**config.mk**
```make
export PLATFORM = sky130hd
export DESIGN_NAME = seconds_to_calendar_dst
export DESIGN_NICKNAME = d
export VERILOG_FILES = /design/src/rtl/stcd_pkg.sv /design/src/rtl/seconds_to_calendar_dst.sv
export SDC_FILE = /design/constraint.sdc
export NUM_CORES = 2
export LEC_CHECK = 0
export ABC_AREA = 1
export ABC_CLOCK_PERIOD_IN_PS = 8800
export BUFFER_PORTS_ARGS = -buffer_cell sky130_fd_sc_hd__buf_2
export CAP_MARGIN = 25
export CORE_MARGIN = 4
export CORE_UTILIZATION = 35
export DETAILED_ROUTE_END_ITERATION = 10
export PLACE_DENSITY = 0.6
export SLEW_MARGIN = 20
export SYNTH_ARGS = -nofsm -noshare
export SYNTH_HDL_FRONTEND = slang
export SYNTH_SLANG_ARGS = --single-unit
```
**constraint.sdc**
```tcl
create_clock -name aclk -period 8.8 [get_ports aclk]
set_clock_uncertainty 0.1 [all_clocks]
set_input_delay 0.88 -clock aclk [delete_from_list [all_inputs] [get_ports aclk]]
set_output_delay 0.88 -clock aclk [all_outputs]
set_load 0.005 [all_outputs]
```
**src/rtl/stcd_pkg.sv**
```systemverilog
// shared constants, tables and pipeline types for the seconds to calendar converter
package stcd_pkg;

    // number of register stages from input to output register
    localparam int NUM_STAGES = 10;

    // field widths of the transactions
    localparam int SECONDS_W = 32;
    localparam int TDATA_OUT_W = 40;

    // reciprocal constants: floor(x * RECIP >> SHIFT) is exact over the used input range
    localparam logic [31:0] RECIP_60 = 32'h8888_8889;
    localparam int SHIFT_60 = 37;
    localparam logic [19:0] RECIP_3 = 20'hA_AAAB;
    localparam int SHIFT_3 = 21;
    localparam logic [15:0] RECIP_1461 = 16'd45934;
    localparam int SHIFT_1461 = 26;
    localparam logic [16:0] RECIP_7 = 17'd74899;
    localparam int SHIFT_7 = 19;

    // calendar constants
    localparam logic [10:0] DAYS_PER_QUAD = 11'd1461;
    localparam logic [10:0] DAYS_LEAP_YEAR = 11'd366;
    localparam logic [10:0] DAYS_TWO_YEARS = 11'd731;
    localparam logic [10:0] DAYS_THREE_YEARS = 11'd1096;
    localparam logic [15:0] MARCH25_DOY = 16'd83;
    localparam logic [4:0] DST_HOUR = 5'd3;

    // month codes used by the summer time window
    localparam logic [3:0] MONTH_MAR = 4'd3;
    localparam logic [3:0] MONTH_APR = 4'd4;
    localparam logic [3:0] MONTH_MAY = 4'd5;
    localparam logic [3:0] MONTH_JUN = 4'd6;
    localparam logic [3:0] MONTH_JUL = 4'd7;
    localparam logic [3:0] MONTH_AUG = 4'd8;
    localparam logic [3:0] MONTH_SEP = 4'd9;
    localparam logic [3:0] MONTH_OCT = 4'd10;

    // first day of year of each month, last entry is the year length
    localparam logic [8:0] COMMON_START [0:12] = '{
        9'd0, 9'd31, 9'd59, 9'd90, 9'd120, 9'd151, 9'd181,
        9'd212, 9'd243, 9'd273, 9'd304, 9'd334, 9'd365
    };
    localparam logic [8:0] LEAP_START [0:12] = '{
        9'd0, 9'd31, 9'd60, 9'd91, 9'd121, 9'd152, 9'd182,
        9'd213, 9'd244, 9'd274, 9'd305, 9'd335, 9'd366
    };

    // month start lookup for common or leap year
    function automatic logic [8:0] month_start(input logic leap, input logic [3:0] idx);
        logic [8:0] val;
        val = 9'd0;
        if (idx <= 4'd12) begin
            val = leap ? LEAP_START[idx] : COMMON_START[idx];
        end
        return val;
    endfunction

    // everything one item carries down the pipeline
    typedef struct packed {
        logic [31:0] secs;
        logic [26:0] q60;
        logic [20:0] q3600;
        logic [15:0] days;
        logic [5:0]  quads;
        logic [12:0] wq;
        logic [10:0] in_quad;
        logic [1:0]  yq;
        logic [8:0]  doy;
        logic        leap;
        logic [7:0]  year;
        logic [5:0]  sec;
        logic [5:0]  min;
        logic [4:0]  hour;
        logic [4:0]  mday;
        logic [3:0]  month;
        logic [2:0]  wday;
        logic [15:0] d25;
        logic [12:0] wq25;
        logic [4:0]  mar;
        logic [4:0]  oct;
        logic        dst;
    } item_t;

endpackage

```
**src/rtl/seconds_to_calendar_dst.sv**
```systemverilog
// seconds count to calendar date and time converter with summer time shift
//
//  channel   | ports                                  | content
//  ----------+----------------------------------------+--------------------------------
//  input     | s_tvalid s_tready s_tdata[31:0]         | seconds since 2000-01-01
//  result    | m_tvalid m_tready m_tdata[39:0] m_tuser | calendar fields, summer time flag
//  config    | cfg_we cfg_wdata                        | dst_enable register
//
// ten register stages, input to output register; one transaction per cycle while not stalled
// the reciprocal multipliers and the month table search set the depth
// each stage has its own valid bit and ready, so bubbles close up while the output stalls
// aresetn clears the valid bits and dst_enable; the payload registers keep no reset
module seconds_to_calendar_dst
    import stcd_pkg::*;
(
    input  logic                   aclk,
    input  logic                   aresetn,
    // input transaction
    input  logic                   s_tvalid,
    output logic                   s_tready,
    input  logic [SECONDS_W-1:0]   s_tdata,    // seconds_count[31:0]
    // result transaction
    output logic                   m_tvalid,
    input  logic                   m_tready,
    output logic [TDATA_OUT_W-1:0] m_tdata,    // second[5:0] minute[11:6] hour[16:12]
                                               // day_of_month[21:17] month[25:22]
                                               // year_offset[33:26] weekday[36:34] zero[39:37]
    output logic [0:0]             m_tuser,    // dst_active[0]
    // configuration
    input  logic                   cfg_we,
    input  logic                   cfg_wdata
);

    item_t      stage_reg   [NUM_STAGES];
    item_t      stage_next  [NUM_STAGES];
    logic       valid_reg   [NUM_STAGES];
    logic       valid_next  [NUM_STAGES];
    logic       stage_ready [NUM_STAGES];
    logic       dst_enable_reg;
    logic       dst_enable_next;

    // configuration register
    always_comb begin
        dst_enable_next = cfg_we ? cfg_wdata : dst_enable_reg;
    end

    always_ff @(posedge aclk) begin
        if (!aresetn) begin
            dst_enable_reg <= 1'b0;
        end else begin
            dst_enable_reg <= dst_enable_next;
        end
    end

    // per-stage ready: a stage may load when empty or when the next one moves
    always_comb begin
        stage_ready[NUM_STAGES-1] = !valid_reg[NUM_STAGES-1] || m_tready;
        for (int i = NUM_STAGES - 2; i >= 0; i--) begin
            stage_ready[i] = !valid_reg[i] || stage_ready[i+1];
        end
    end

    assign s_tready = stage_ready[0];

    // valid bits follow the data
    always_comb begin
        valid_next[0] = stage_ready[0] ? s_tvalid : valid_reg[0];
        for (int i = 1; i < NUM_STAGES; i++) begin
            valid_next[i] = stage_ready[i] ? valid_reg[i-1] : valid_reg[i];
        end
    end

    always_ff @(posedge aclk) begin
        if (!aresetn) begin
            for (int i = 0; i < NUM_STAGES; i++) begin
                valid_reg[i] <= 1'b0;
            end
        end else begin
            for (int i = 0; i < NUM_STAGES; i++) begin
                valid_reg[i] <= valid_next[i];
            end
        end
    end

    always_ff @(posedge aclk) begin
        for (int i = 0; i < NUM_STAGES; i++) begin
            if (stage_ready[i]) begin
                stage_reg[i] <= stage_next[i];
            end
        end
    end

    // stage 0: minutes count by reciprocal of 60
    always_comb begin : s0_comb
        logic [63:0] prod;
        prod = 64'(s_tdata) * 64'(RECIP_60);
        stage_next[0] = '0;
        stage_next[0].secs = s_tdata;
        stage_next[0].q60 = prod[63:SHIFT_60];
    end

    // stage 1: second of minute, hours count
    always_comb begin : s1_comb
        logic [63:0] prod;
        logic [31:0] back;
        prod = 64'(stage_reg[0].q60) * 64'(RECIP_60);
        back = 32'(stage_reg[0].q60) * 32'd60;
        stage_next[1] = stage_reg[0];
        stage_next[1].sec = 6'(stage_reg[0].secs - back);
        stage_next[1].q3600 = 21'(prod[63:SHIFT_60]);
    end

    // stage 2: minute of hour, day count as hours / 24
    always_comb begin : s2_comb
        logic [37:0] prod;
        logic [26:0] back;
        prod = 38'(stage_reg[1].q3600[20:3]) * 38'(RECIP_3);
        back = 27'(stage_reg[1].q3600) * 27'd60;
        stage_next[2] = stage_reg[1];
        stage_next[2].min = 6'(stage_reg[1].q60 - back);
        stage_next[2].days = 16'(prod[37:SHIFT_3]);
    end

    // stage 3: hour of day, four-year blocks, weekday quotient
    always_comb begin : s3_comb
        logic [31:0] prod_q;
        logic [33:0] prod_w;
        logic [20:0] back;
        prod_q = 32'(stage_reg[2].days) * 32'(RECIP_1461);
        prod_w = (34'(stage_reg[2].days) + 34'd6) * 34'(RECIP_7);
        back = 21'(stage_reg[2].days) * 21'd24;
        stage_next[3] = stage_reg[2];
        stage_next[3].hour = 5'(stage_reg[2].q3600 - back);
        stage_next[3].quads = prod_q[31:SHIFT_1461];
        stage_next[3].wq = prod_w[31:SHIFT_7];
    end

    // stage 4: day within the four-year block, weekday
    always_comb begin : s4_comb
        logic [15:0] back_q;
        logic [16:0] back_w;
        back_q = 16'(stage_reg[3].quads) * 16'(DAYS_PER_QUAD);
        back_w = 17'(stage_reg[3].wq) * 17'd7;
        stage_next[4] = stage_reg[3];
        stage_next[4].in_quad = 11'(stage_reg[3].days - back_q);
        stage_next[4].wday = 3'((17'(stage_reg[3].days) + 17'd6) - back_w);
    end

    // stage 5: year within the block, day of year
    always_comb begin : s5_comb
        logic [10:0] base;
        stage_next[5] = stage_reg[4];
        if (stage_reg[4].in_quad >= DAYS_THREE_YEARS) begin
            stage_next[5].yq = 2'd3;
            base = DAYS_THREE_YEARS;
        end else if (stage_reg[4].in_quad >= DAYS_TWO_YEARS) begin
            stage_next[5].yq = 2'd2;
            base = DAYS_TWO_YEARS;
        end else if (stage_reg[4].in_quad >= DAYS_LEAP_YEAR) begin
            stage_next[5].yq = 2'd1;
            base = DAYS_LEAP_YEAR;
        end else begin
            stage_next[5].yq = 2'd0;
            base = 11'd0;
        end
        stage_next[5].doy = 9'(stage_reg[4].in_quad - base);
        stage_next[5].leap = (stage_next[5].yq == 2'd0);
        stage_next[5].year = {stage_reg[4].quads, stage_next[5].yq};
    end

    // stage 6: month search, day of month, day number of 25 march
    always_comb begin : s6_comb
        logic [3:0]  mon;
        logic [8:0]  first;
        logic [15:0] leaps;
        mon = 4'd1;
        for (int i = 12; i >= 1; i--) begin
            if (stage_reg[5].doy < month_start(stage_reg[5].leap, 4'(i))) begin
                mon = 4'(i);
            end
        end
        first = month_start(stage_reg[5].leap, mon - 4'd1);
        leaps = (stage_reg[5].year != 8'd0)
              ? 16'(((stage_reg[5].year - 8'd1) >> 2) + 8'd1) : 16'd0;
        stage_next[6] = stage_reg[5];
        stage_next[6].month = mon;
        stage_next[6].mday = 5'(stage_reg[5].doy - first + 9'd1);
        stage_next[6].d25 = 16'(stage_reg[5].year) * 16'd365 + leaps + MARCH25_DOY
                          + 16'(stage_reg[5].leap);
    end

    // stage 7: weekday quotient of 25 march
    always_comb begin : s7_comb
        logic [33:0] prod;
        prod = (34'(stage_reg[6].d25) + 34'd6) * 34'(RECIP_7);
        stage_next[7] = stage_reg[6];
        stage_next[7].wq25 = prod[31:SHIFT_7];
    end

    // stage 8: last sundays of march and october
    always_comb begin : s8_comb
        logic [16:0] back;
        logic [2:0]  w25;
        logic [4:0]  oct_raw;
        back = 17'(stage_reg[7].wq25) * 17'd7;
        w25 = 3'((17'(stage_reg[7].d25) + 17'd6) - back);
        stage_next[8] = stage_reg[7];
        stage_next[8].mar = (w25 == 3'd0) ? 5'd25 : 5'd25 + (5'd7 - 5'(w25));
        oct_raw = stage_next[8].mar + 5'd3;
        stage_next[8].oct = (stage_next[8].mar > 5'd28) ? stage_next[8].mar - 5'd4 : oct_raw;
    end

    // stage 9: summer time window and hour shift with day and month rollover
    always_comb begin : s9_comb
        logic       on;
        logic [5:0] mday_inc;
        logic       short_month;
        logic       long_month;
        item_t      cur;
        cur = stage_reg[8];
        on = dst_enable_reg
          && ((cur.month > MONTH_MAR && cur.month < MONTH_OCT)
           || (cur.month == MONTH_MAR
               && (cur.mday > cur.mar || (cur.mday == cur.mar && cur.hour >= DST_HOUR)))
           || (cur.month == MONTH_OCT
               && (cur.mday < cur.oct || (cur.mday == cur.oct && cur.hour < DST_HOUR))));
        mday_inc = 6'(cur.mday) + 6'd1;
        short_month = (cur.month == MONTH_APR) || (cur.month == MONTH_JUN)
                   || (cur.month == MONTH_SEP);
        long_month = (cur.month == MONTH_MAR) || (cur.month == MONTH_MAY)
                  || (cur.month == MONTH_JUL) || (cur.month == MONTH_AUG);
        stage_next[9] = cur;
        stage_next[9].dst = on;
        if (on) begin
            if (cur.hour == 5'd23) begin
                stage_next[9].hour = 5'd0;
                if ((mday_inc > 6'd30 && short_month) || (mday_inc > 6'd31 && long_month)) begin
                    stage_next[9].mday = 5'd1;
                    stage_next[9].month = cur.month + 4'd1;
                end else begin
                    stage_next[9].mday = 5'(mday_inc);
                end
            end else begin
                stage_next[9].hour = cur.hour + 5'd1;
            end
        end
    end

    // output register drives the result channel
    assign m_tvalid = valid_reg[NUM_STAGES-1];
    assign m_tdata = {3'b000,
                      stage_reg[NUM_STAGES-1].wday,
                      stage_reg[NUM_STAGES-1].year,
                      stage_reg[NUM_STAGES-1].month,
                      stage_reg[NUM_STAGES-1].mday,
                      stage_reg[NUM_STAGES-1].hour,
                      stage_reg[NUM_STAGES-1].min,
                      stage_reg[NUM_STAGES-1].sec};
    assign m_tuser = stage_reg[NUM_STAGES-1].dst;

endmodule

```
==> impl_metrics.py <==
metrics = {
    "setup_path": {
        "cp_max_fo": 6,
        "reg2reg_depth": 20,
        "start_kind": "input port",
        "arrival_ps": 6920,
        "reg2reg_from": "stage_reg[2][122]$_DFFE_PP_",
        "critPathKind": "in -> reg",
        "cp-end-kind": "flip-flop",
        "startpoint": "s_tdata[5]",
        "crit_required_ps": 9050,
    },
    "yosys": {
        "synth_top_area_share_pct": 25.7,
        "synth_seq_cells": 402,
        "synthesis.area_um2": 50800,
        "synth_edf_count": 400,
        "avgSynthCellArea_um2": 10.2,
        "async_flop_share_pct": 0,
        "syn_inst": 4984,
        "yosys-top-cells-count": "inv_1 (1291), ha_1 (1043), fa_1 (600), nand2_1 (441), edfxtp_1 (400)",
        "ys_types": 57,
        "yosys_warnings": 0,
        "ys_seq_area_share_pct": 23.7,
        "synth_area_leaders": "ha_1 (26%), edfxtp_1 (24%), fa_1 (24%)",
        "synth_top_area_cell": "ha_1",
        "ys.flop_type": "edfxtp_1",
        "yosysMostFrequentCell": "inv_1",
    },
    "die": {
        "core_area_um2": 144000,
        "dieHeight_um": 389,
        "die_x_um": 389,
        "dieArea_um2": 151000,
        "io_pins": 81,
        "rows": 139,
        "start_util_pct": 35.3,
    },
    "final_layout": {
        "drive_above_1_share_pct": 3.92,
        "num_antenna_cells": 0,
        "nets": 6795,
        "synthToLayoutAreaGrowth_pct": 8.72,
        "largest_register_ffs": 391,
    },
    "sta": {
        "fin_tns_setup_ps": 0,
        "fmax_ghz": 0.150,
        "tightest_slew_ps": 755,
        "rsz0062_at_grt": "false",
        "finalHoldViolCount": 0,
        "setup_viol": 0,
        "drv_slew": 0,
        "max_slew_margin_pct": 49.7,
        "finalCriticalPeriod_ps": 6680,
        "post-route-period-util_pct": 75.9,
    },
    "clock_network": {
        "cts-root-buf": "clkbuf_16",
        "cts_buffers": 46,
        "cts_resized": 0,
        "clk_pin_slew_ps": 60,
        "tritoncts": "built",
        "cts.sinks": 402,
        "cts_max_level": 2,
        "insertion_delay_ps": 600,
        "post-cts-setup-buffer-count": 0,
        "hold_buffers": 0,
        "cts_buffer_depth": 3,
    },
    "grt": {
        "grt_max_degree": 54,
        "grtUsageTotal_pct": 14.9,
        "grt_pass1_wl_um": 183000,
        "grt_pass1_vias": 35400,
        "antenna_found_initial": 0,
        "overflow": 0,
    },
    "run": {
        "drv_cap": 0,
    },
    "route": {
        "drcViolationCount": 0,
        "final_antenna_net_count": 0,
        "initialDrtViolationCount": 1728,
        "first_pass_iters": 8,
        "vias": 33300,
        "avgRoutedWirePerCell_um": 15.8,
        "avgViaCountPerCell": 4.72,
        "wirelength_um": 111000,
    },
    "min_path": {
        "hold_path_depth": 0,
        "hold_start": "stage_reg[5][60]$_DFFE_PP_",
        "hold_path_class": "reg -> reg",
    },
    "placed_design": {
        "dp.final_hpwl_um": 97000,
        "gp_congestion": 0.910,
        "port-buffer-count": 77,
    },
    "run_status": {
        "status": "complete, no violations",
    },
}
==> routing by layer <==
layer	share of wire (%)	GRT usage [%]
met1	44	19.2
met2	50	26.6
met3	3.6	1.85
met4	2.5	3.71
met5	0	0
==> kinds of logic after synthesis <==
group | count (synthesis) | synth area share [%]
XOR/XNOR | 204 | 3.52
other | 1 | 0.00739
AND/OR/NAND/NOR | 863 | 7.28
buffers and inverters | 1307 | 9.71
adder cells (fa/ha/maj) | 1643 | 49.4
AO/OA/AOI/OAI | 564 | 6.36
flip-flops | 402 | 23.7
==> cell usage in the layout, fill, tap and decap left out, types with 13 or more instances in the layout <==
cell       instances
o211ai_1          18
nor2_1           222
o21bai_1          13
a21o_1            18
o21a_1            24
ha_1            1043
inv_1           1290
nand3_1           82
xnor2_1           74
a31oi_1           26
buf_2             77
a21oi_1          258
fa_1             600
nor3_1            30
clkbuf_16         46
nor4_1            15
nand4_1           37
xor2_1           130
o21ai_0          136
nand2_1          438
edfxtp_1         400
==> layout make-up <==
cell class / count / area [um^2]
multi-input combinational: 3277 / 33800
tap: 1903 / 2380
fill: 14200 / 88700
timing repair buffer: 87 / 485
clock inverter: 31 / 399
clock buffer: 54 / 1180
inverter: 1300 / 4880
sequential: 402 / 12100
==> critical path, stage by stage <==
cell      delay (ps)
buf_2            160
ha_1             360
inv_1             80
fa_1             570
inv_1             80
fa_1             510
inv_1             60
fa_1             530
inv_1             60
fa_1             530
inv_1             60
fa_1             500
fa_1             540
inv_1             40
ha_1             330
nand2_1           80
nor2_1           140
inv_1             70
nor2_1           150
and3_1           220
nand3_1           80
o211ai_1         410
a21oi_1          170
o21ai_0          220
xor2_1            90
==> final timing paths <==
path	end	slack [ps]
max	stage_reg[0][175]$_DFFE_PP_	2120
min	stage_reg[6][60]$_DFFE_PP_	310
max reg2reg	stage_reg[3][102]$_DFFE_PP_	2490
min reg2reg	stage_reg[6][60]$_DFFE_PP_	310
==> metrics by stage <==
| stage | hold WS [ps] | area, um^2 | utilization (%) | setup WS [ps] | std cells |
|---|---|---|---|---|---|
| after floorplan | 300 | 50800 | - | 246 | 4986 |
| after global placement | 302 | 53600 | 37.2 | 1650 | 6967 |
| after detailed placement | 305 | 53600 | 37.2 | 1570 | 6967 |
| after CTS | 309 | 55100 | 38.3 | 2180 | 7052 |
| after global routing | 315 | 55200 | 38.4 | 1860 | 7054 |
| final | 309 | 55200 | 38.4 | 2120 | 7054 |
Power is not shown: default switching activity piles up to over one toggle a cycle in this logic, so the estimate is an artifact.
